## src/sv/mexp_pkg.sv

```systemverilog
// shared constants, state encoding and chain control for the modular exponentiation core
package mexp_pkg;

   localparam int WIDTH = 32;
   localparam int CNT_W = $clog2(WIDTH);

   typedef enum logic [2:0] {
      ST_IDLE,
      ST_REDUCE,
      ST_CHECK,
      ST_MUL,
      ST_SQR,
      ST_DONE
   } state_type;

   typedef struct packed {
      logic load;
      logic shift;
   } chain_ctrl_type;

endpackage

```

## src/sv/mexp_cell.sv

```systemverilog
// one bit cell of the operand shift chain
module mexp_cell (
   input  logic clock,
   input  logic load,
   input  logic shift,
   input  logic load_bit,
   input  logic shift_in,
   output logic bit_out
);

   logic bit_ff;
   logic bit_in;

   always_comb begin
      bit_in = bit_ff;
      if (load) begin
         bit_in = load_bit;
      end else if (shift) begin
         bit_in = shift_in;
      end
   end

   always_ff @(posedge clock) begin
      bit_ff <= bit_in;
   end

   assign bit_out = bit_ff;

endmodule

```

## src/sv/mexp_shift_chain.sv

```systemverilog
// row of bit cells that hands the operand towards the top one bit a cycle while shift is high
module mexp_shift_chain (
   input  logic                          clock,
   input  mexp_pkg::chain_ctrl_type      ctrl,
   input  logic [mexp_pkg::WIDTH-1:0]    load_data,
   output logic                          msb
);

   logic [mexp_pkg::WIDTH-1:0] cell_q;

   for (genvar i = 0; i < mexp_pkg::WIDTH; i++) begin : g_cell
      if (i == 0) begin : g_first
         mexp_cell u_cell (
            .clock    (clock),
            .load     (ctrl.load),
            .shift    (ctrl.shift),
            .load_bit (load_data[i]),
            .shift_in (1'b0),
            .bit_out  (cell_q[i])
         );
      end else begin : g_rest
         mexp_cell u_cell (
            .clock    (clock),
            .load     (ctrl.load),
            .shift    (ctrl.shift),
            .load_bit (load_data[i]),
            .shift_in (cell_q[i-1]),
            .bit_out  (cell_q[i])
         );
      end
   end

   assign msb = cell_q[mexp_pkg::WIDTH-1];

endmodule

```

## src/sv/modular_exponentiation_core.sv

```systemverilog
// modular exponentiation core: right-to-left square and multiply over a bit-cell chain
//
// Computes base ^ exponent mod modulus for one word at a time. A word is taken when
// start is high while busy is low; the result appears on rsp_result for exactly one
// cycle with rsp_valid high and must be captured then, as the receiver cannot stall.
// One item first reduces the base, then for each exponent bit up to the highest set one
// runs a check step and a squaring, with a multiply before the squaring when the bit is
// set, and finally presents the result. The single shared modular multiplier serves both
// the multiply and the squaring and consumes one multiplier bit per cycle from the shift
// chain. A modulus of zero wraps all arithmetic modulo 2^32; a zero exponent returns 1.
// The modulus is written through the csr channel, accepted only while the core is idle.
module modular_exponentiation_core (
   input  logic                       clock,
   input  logic                       reset,
   input  logic                       start,
   output logic                       busy,
   input  logic [mexp_pkg::WIDTH-1:0] req_base,
   input  logic [mexp_pkg::WIDTH-1:0] req_exponent,
   output logic                       rsp_valid,
   output logic [mexp_pkg::WIDTH-1:0] rsp_result,
   input  logic                       csr_valid,
   output logic                       csr_ready,
   input  logic [mexp_pkg::WIDTH-1:0] csr_data
);

   localparam int W = mexp_pkg::WIDTH;

   mexp_pkg::state_type      state_ff, state_in;
   logic [mexp_pkg::CNT_W-1:0] cnt_ff, cnt_in;
   logic [W-1:0]             mod_ff, mod_in;
   logic [W-1:0]             base_ff, base_in;   // reduced running base
   logic [W-1:0]             exp_ff, exp_in;     // remaining exponent bits
   logic [W-1:0]             res_ff, res_in;     // running result
   logic [W-1:0]             prod_ff, prod_in;   // multiplier accumulator

   mexp_pkg::chain_ctrl_type chain_ctrl;
   logic [W-1:0]             chain_data;
   logic                     chain_msb;
   logic                     last_step;
   logic                     wrap;

   // arithmetic of one step
   logic [W:0] dbl_raw, dbl_red, sum_raw, sum_red, red_raw, red_red;
   logic [W-1:0] mul_step, red_step;

   mexp_shift_chain u_chain (
      .clock     (clock),
      .ctrl      (chain_ctrl),
      .load_data (chain_data),
      .msb       (chain_msb)
   );

   assign last_step = (cnt_ff == mexp_pkg::CNT_W'(W - 1));
   assign wrap      = (mod_ff == '0);

   // one cycle of shift-and-add: double, reduce, add the base if the bit is set, reduce
   always_comb begin
      dbl_raw = {prod_ff, 1'b0};
      dbl_red = dbl_raw;
      if (wrap) begin
         dbl_red = {1'b0, dbl_raw[W-1:0]};
      end else if (dbl_raw >= {1'b0, mod_ff}) begin
         dbl_red = dbl_raw - {1'b0, mod_ff};
      end
      sum_raw = {1'b0, dbl_red[W-1:0]} + (chain_msb ? {1'b0, base_ff} : '0);
      sum_red = sum_raw;
      if (wrap) begin
         sum_red = {1'b0, sum_raw[W-1:0]};
      end else if (sum_raw >= {1'b0, mod_ff}) begin
         sum_red = sum_raw - {1'b0, mod_ff};
      end
      mul_step = sum_red[W-1:0];

      // restoring remainder step for the initial base reduction
      red_raw = {prod_ff, chain_msb};
      red_red = red_raw;
      if (!wrap && red_raw >= {1'b0, mod_ff}) begin
         red_red = red_raw - {1'b0, mod_ff};
      end
      red_step = red_red[W-1:0];
   end

   // next state
   always_comb begin
      state_in = state_ff;
      case (state_ff)
         mexp_pkg::ST_IDLE: begin
            if (start) begin
               state_in = mexp_pkg::ST_REDUCE;
            end
         end
         mexp_pkg::ST_REDUCE: begin
            if (last_step) begin
               state_in = mexp_pkg::ST_CHECK;
            end
         end
         mexp_pkg::ST_CHECK: begin
            if (exp_ff == '0) begin
               state_in = mexp_pkg::ST_DONE;
            end else if (exp_ff[0]) begin
               state_in = mexp_pkg::ST_MUL;
            end else begin
               state_in = mexp_pkg::ST_SQR;
            end
         end
         mexp_pkg::ST_MUL: begin
            if (last_step) begin
               state_in = mexp_pkg::ST_SQR;
            end
         end
         mexp_pkg::ST_SQR: begin
            if (last_step) begin
               state_in = mexp_pkg::ST_CHECK;
            end
         end
         mexp_pkg::ST_DONE: state_in = mexp_pkg::ST_IDLE;
         default:           state_in = mexp_pkg::ST_IDLE;
      endcase
   end

   // outputs and datapath control
   always_comb begin
      cnt_in           = cnt_ff;
      mod_in           = mod_ff;
      base_in          = base_ff;
      exp_in           = exp_ff;
      res_in           = res_ff;
      prod_in          = prod_ff;
      chain_ctrl.load  = 1'b0;
      chain_ctrl.shift = 1'b0;
      chain_data       = base_ff;
      busy             = 1'b1;
      rsp_valid        = 1'b0;
      csr_ready        = 1'b0;
      case (state_ff)
         mexp_pkg::ST_IDLE: begin
            busy      = 1'b0;
            csr_ready = 1'b1;
            if (csr_valid) begin
               mod_in = csr_data;
            end
            if (start) begin
               // chain takes the raw base for the reduction pass
               chain_ctrl.load = 1'b1;
               chain_data      = req_base;
               exp_in          = req_exponent;
               res_in          = W'(1);
               prod_in         = '0;
               cnt_in          = '0;
            end
         end
         mexp_pkg::ST_REDUCE: begin
            chain_ctrl.shift = 1'b1;
            prod_in          = red_step;
            cnt_in           = cnt_ff + 1'b1;
            if (last_step) begin
               base_in = red_step;
            end
         end
         mexp_pkg::ST_CHECK: begin
            // multiply by the result on a set bit, otherwise go straight to squaring
            chain_ctrl.load = (exp_ff != '0);
            chain_data      = exp_ff[0] ? res_ff : base_ff;
            prod_in         = '0;
            cnt_in          = '0;
         end
         mexp_pkg::ST_MUL: begin
            chain_ctrl.shift = 1'b1;
            prod_in          = mul_step;
            cnt_in           = cnt_ff + 1'b1;
            if (last_step) begin
               res_in           = mul_step;
               chain_ctrl.load  = 1'b1;
               chain_data       = base_ff;
               prod_in          = '0;
            end
         end
         mexp_pkg::ST_SQR: begin
            chain_ctrl.shift = 1'b1;
            prod_in          = mul_step;
            cnt_in           = cnt_ff + 1'b1;
            if (last_step) begin
               base_in = mul_step;
               exp_in  = {1'b0, exp_ff[W-1:1]};
            end
         end
         mexp_pkg::ST_DONE: begin
            rsp_valid = 1'b1;
         end
         default: begin
            busy = 1'b1;
         end
      endcase
   end

   always_ff @(posedge clock) begin
      if (reset) begin
         state_ff <= mexp_pkg::ST_IDLE;
         mod_ff   <= W'(1);
      end else begin
         state_ff <= state_in;
         mod_ff   <= mod_in;
      end
   end

   always_ff @(posedge clock) begin
      cnt_ff  <= cnt_in;
      base_ff <= base_in;
      exp_ff  <= exp_in;
      res_ff  <= res_in;
      prod_ff <= prod_in;
   end

   assign rsp_result = res_ff;

   // a result strobe is always followed by an idle core
   a_done_then_idle : assert property (@(posedge clock) disable iff (reset)
      rsp_valid |=> !busy)
      else $error("core still busy after result word");

   // an accepted word always starts the base reduction
   a_start_reduces : assert property (@(posedge clock) disable iff (reset)
      (start && !busy) |=> (state_ff == mexp_pkg::ST_REDUCE && cnt_ff == '0))
      else $error("accepted word did not start reduction");

   // the modulus never moves while an item is in flight
   a_mod_stable : assert property (@(posedge clock) disable iff (reset)
      (busy && $past(busy)) |-> $stable(mod_ff))
      else $error("modulus changed during an item");

endmodule
```

## config.mk

```make
export PLATFORM = sky130hd
export DESIGN_NAME = modular_exponentiation_core
export DESIGN_NICKNAME = d
export VERILOG_FILES = /design/src/sv/mexp_pkg.sv /design/src/sv/mexp_cell.sv /design/src/sv/mexp_shift_chain.sv /design/src/sv/modular_exponentiation_core.sv
export SDC_FILE = /design/constraint.sdc
export NUM_CORES = 1
export LEC_CHECK = 0
export ABC_AREA = 1
export BUFFER_PORTS_ARGS = -buffer_cell sky130_fd_sc_hd__buf_2
export CORE_MARGIN = 3
export CORE_UTILIZATION = 35
export DETAILED_ROUTE_END_ITERATION = 7
export GPL_ROUTABILITY_DRIVEN = 0
export PLACE_DENSITY = 0.59
export SLEW_MARGIN = 5
export SYNTH_ARGS = -nofsm -noshare
export SYNTH_HDL_FRONTEND = slang
export SYNTH_SLANG_ARGS = --single-unit
```

## constraint.sdc

```tcl
create_clock -name clock -period 6.7 [get_ports clock]
set_clock_uncertainty 0.05 [all_clocks]
set_input_delay 0.67 -clock clock [delete_from_list [all_inputs] [get_ports clock]]
set_output_delay 0.67 -clock clock [all_outputs]
set_load 0.02 [all_outputs]
```

==> impl_metrics.tcl <==
set metrics [dict create \
    status "complete, no violations" \
    drc 0 \
    crit_family "simple AND/OR/NAND/NOR gates" \
    ctsHoldBuffers 0 \
    cts_root_buf "clkbuf_16" \
    path_depth 35 \
    ys_seq_elements 200 \
    cp-end-kind "register" \
    r2r_slack_ns 0.20 \
    start_kind "register" \
    cts_max_path_buffers 2 \
    htree_levels 4 \
    avgSynthCellArea_um2 6.88 \
    relSlewSlack_pct 28.4 \
    antenna_found_initial 0 \
    synthDistinctLibCells 47 \
    area_delta_synth_final_pct 17.8 \
    synthCells 2501 \
    crit_path_start "prod_ff[0]" \
    async_flop_share_pct 0 \
    syn_nets 2704 \
    max_freq_ghz 0.154 \
    synth_edf_count 165 \
    yosysWarnings 0 \
    clk-insertion-delay-late_ns 0.48 \
    hpwl_um 54700 \
    start_util_pct 35.7 \
    arrival_ns 6.66 \
    grt_max_degree 67 \
    grt.overflow.total 0 \
    worst_hold_slack_ns 0.401 \
    cp.required_ns 6.86 \
    grt_use_total_pct 25.8 \
    cp_common_cell "nand2_1" \
    synth_ff_type "edfxtp_1" \
    tightest_slew_ns 1.07 \
    yosysSeqAreaShare_pct 32.9 \
    coreArea_um2 48100 \
    reg2regPathDepth 35 \
    grt_pass1_wl_um 100000 \
    finalHoldViolCount 0 \
    clk_pin_slew_ns 0.09 \
    vias_per_cell 5.42 \
    crit_end "prod_ff[17]" \
    die_h_um 228 \
    die_w_um 228 \
    grt_pass1_vias 16878 \
    std_cell_rows 80 \
    crit_type "register to register" \
    cts_sinks 200 \
    cp_slowest_stage_delay_ns 0.52 \
    via_count 18145 \
    crit_fanout 8 \
    hold_path_class "input port to register" \
    dr.pass1.iters 6 \
    ioPinCount 135 \
    drt_iter0_markers 2035 \
    synth_area_um2 17200 \
    r2r_start "prod_ff[0]" \
    rr_endpoint "prod_ff[17]" \
    ant_nets 0 \
    dieArea_um2 51800 \
    cts_buffers 17 \
    wl_per_cell_um 20.5 \
    min_period_over_period_pct 97.0 \
    drive_gt1_share_pct 15.6 \
    finish.net_count 2883 \
    maxCapViolCount 0 \
    cts_tree "done" \
    finalCriticalPeriod_ns 6.50 \
    setup_viol 0 \
    crit_buf_inv 4 \
    diodes 0 \
    cp_slowest_cell "edfxtp_1" \
    routed_wl_um 68700 \
    drv_slew 0 \
    numPortBuffers 134 \
]
## stage by stage
step                instance area [um^2]  setup TNS, ns  setup WS [ns]  utilization (%)  instances
floorplan                          17200              0           1.39                -       2501
detailed placement                 19100          -1.18        -0.0928             39.6       3303
global placement                   19100          -1.24        -0.0854             39.6       3303
global route                       20300         -0.382        -0.0374             42.1       3349
CTS                                19700              0         0.0747             40.9       3337
finish                             20300              0          0.198             42.1       3349
## Yosys cell counts, types with 3 or more instances
| master | count | area (um^2) |
|---|---|---|
| nor2_2 | 9 | 56.3 |
| o21a_1 | 7 | 52.6 |
| nand2_1 | 741 | 2780 |
| nor3_1 | 18 | 90.1 |
| nor2_1 | 230 | 863 |
| inv_2 | 7 | 26.3 |
| nand3b_1 | 18 | 135 |
| and2_1 | 5 | 31.3 |
| nand3_1 | 236 | 1180 |
| nand2_2 | 44 | 275 |
| o211ai_1 | 3 | 22.5 |
| nand4_1 | 20 | 125 |
| buf_2 | 13 | 65.1 |
| a41oi_1 | 31 | 272 |
| buf_4 | 6 | 45.0 |
| inv_1 | 294 | 1100 |
| o21ai_1 | 15 | 75.1 |
| buf_1 | 11 | 41.3 |
| buf_6 | 6 | 67.6 |
| ha_1 | 99 | 1240 |
| fa_1 | 4 | 80.1 |
| nand2_4 | 3 | 33.8 |
| clkbuf_1 | 38 | 143 |
| o21ai_0 | 129 | 646 |
| xnor2_1 | 29 | 254 |
| a31oi_1 | 6 | 37.5 |
| a21o_1 | 10 | 75.1 |
| edfxtp_1 | 165 | 4950 |
| nor4_1 | 12 | 75.1 |
| xor2_1 | 64 | 561 |
| o21bai_1 | 17 | 128 |
| a21boi_0 | 3 | 22.5 |
| dfxtp_1 | 35 | 701 |
| a21oi_1 | 157 | 786 |
## placed cells by master (no fill, tap or decap), types with 20 or more instances in the layout
cell type	n
nor2_2	22
edfxtp_1	165
nand2_1	734
ha_1	77
nand2_2	49
a21oi_2	22
a41oi_1	31
xor2_1	62
o21ai_1	26
nand4_1	20
nor2_1	214
a21oi_1	136
buf_4	92
dfxtp_1	35
nand3_1	233
buf_2	134
xnor2_1	27
o21ai_0	116
inv_1	291
## routing by layer
layer / global-route usage (%) / part of all wire (%) / vias to the layer above / wire (um)
li1: - / - / 8626 / -
met3: 4.94 / 8.5 / 208 / 5870
met1: 32.3 / 39 / 8401 / 26900
met2: 40.9 / 45 / 910 / 30700
met5: 0 / 0 / - / 0
met4: 16.3 / 7.6 / 0 / 5200
## worst min-delay path: stages
cell and delay [ns]:
buf_2 0.07, nand2_1 0.04, nand2_1 0.05
## final cells by class
type | instances | area, um^2
Sequential cell | 200 | 5660
Multi-Input combinational cell | 1926 | 10500
Tap cell | 656 | 821
Timing Repair Buffer | 234 | 1510
Inverter | 301 | 1130
Fill cell | 4989 | 27900
Clock inverter | 15 | 191
Clock buffer | 17 | 425
## worst min path at each step
| stage | start | to | slack, ns | cells past startpoint |
|---|---|---|---|---|
| final | req_exponent[27] | exp_ff[27] | 0.40 | 3 |
| after global routing | req_exponent[10] | exp_ff[10] | 0.40 | 3 |
| after CTS | req_exponent[27] | exp_ff[27] | 0.38 | 3 |
| after detailed placement | state_ff[0] | state_ff[0] | 0.46 | 2 |
| after global placement | state_ff[0] | state_ff[0] | 0.45 | 2 |
| after floorplan | mod_ff[26] | mod_ff[26] | 0.42 | 2 |
## state kept, by name, indices dropped and copies added (netlist names)
signal / cells
state_ff: 3
u_chain.g_cell.g_first.u_cell.bit_out: 1
mod_ff: 32
u_chain.g_cell.g_rest.u_cell.bit_out: 31
rsp_result: 32
exp_ff: 32
cnt_ff: 5
base_ff: 32
prod_ff: 32
## logic make-up (layout without fill, tap and decap cells)
kind of cell               Yosys count  after routing  share of synthesized area [%]
and+or+nand+nor                   1348           1348                           33.5
AOI/OAI and AO/OA                  382            382                           12.5
DFF                                200            200                           32.9
adders and majority gates          103            103                           7.67
buffers and inverters              375            567                           8.67
xor gates and xnor gates            93             93                           4.74
## what timing repair did
action	4_1_cts	5_1_grt
pin swaps	1	8
buffers inserted	2	10
gates resized for setup	5	96
cloned	0	2
setup endpoints to repair	92	96
Power is not shown: default switching activity piles up to over one toggle a cycle in this logic, so the estimate is an artifact.
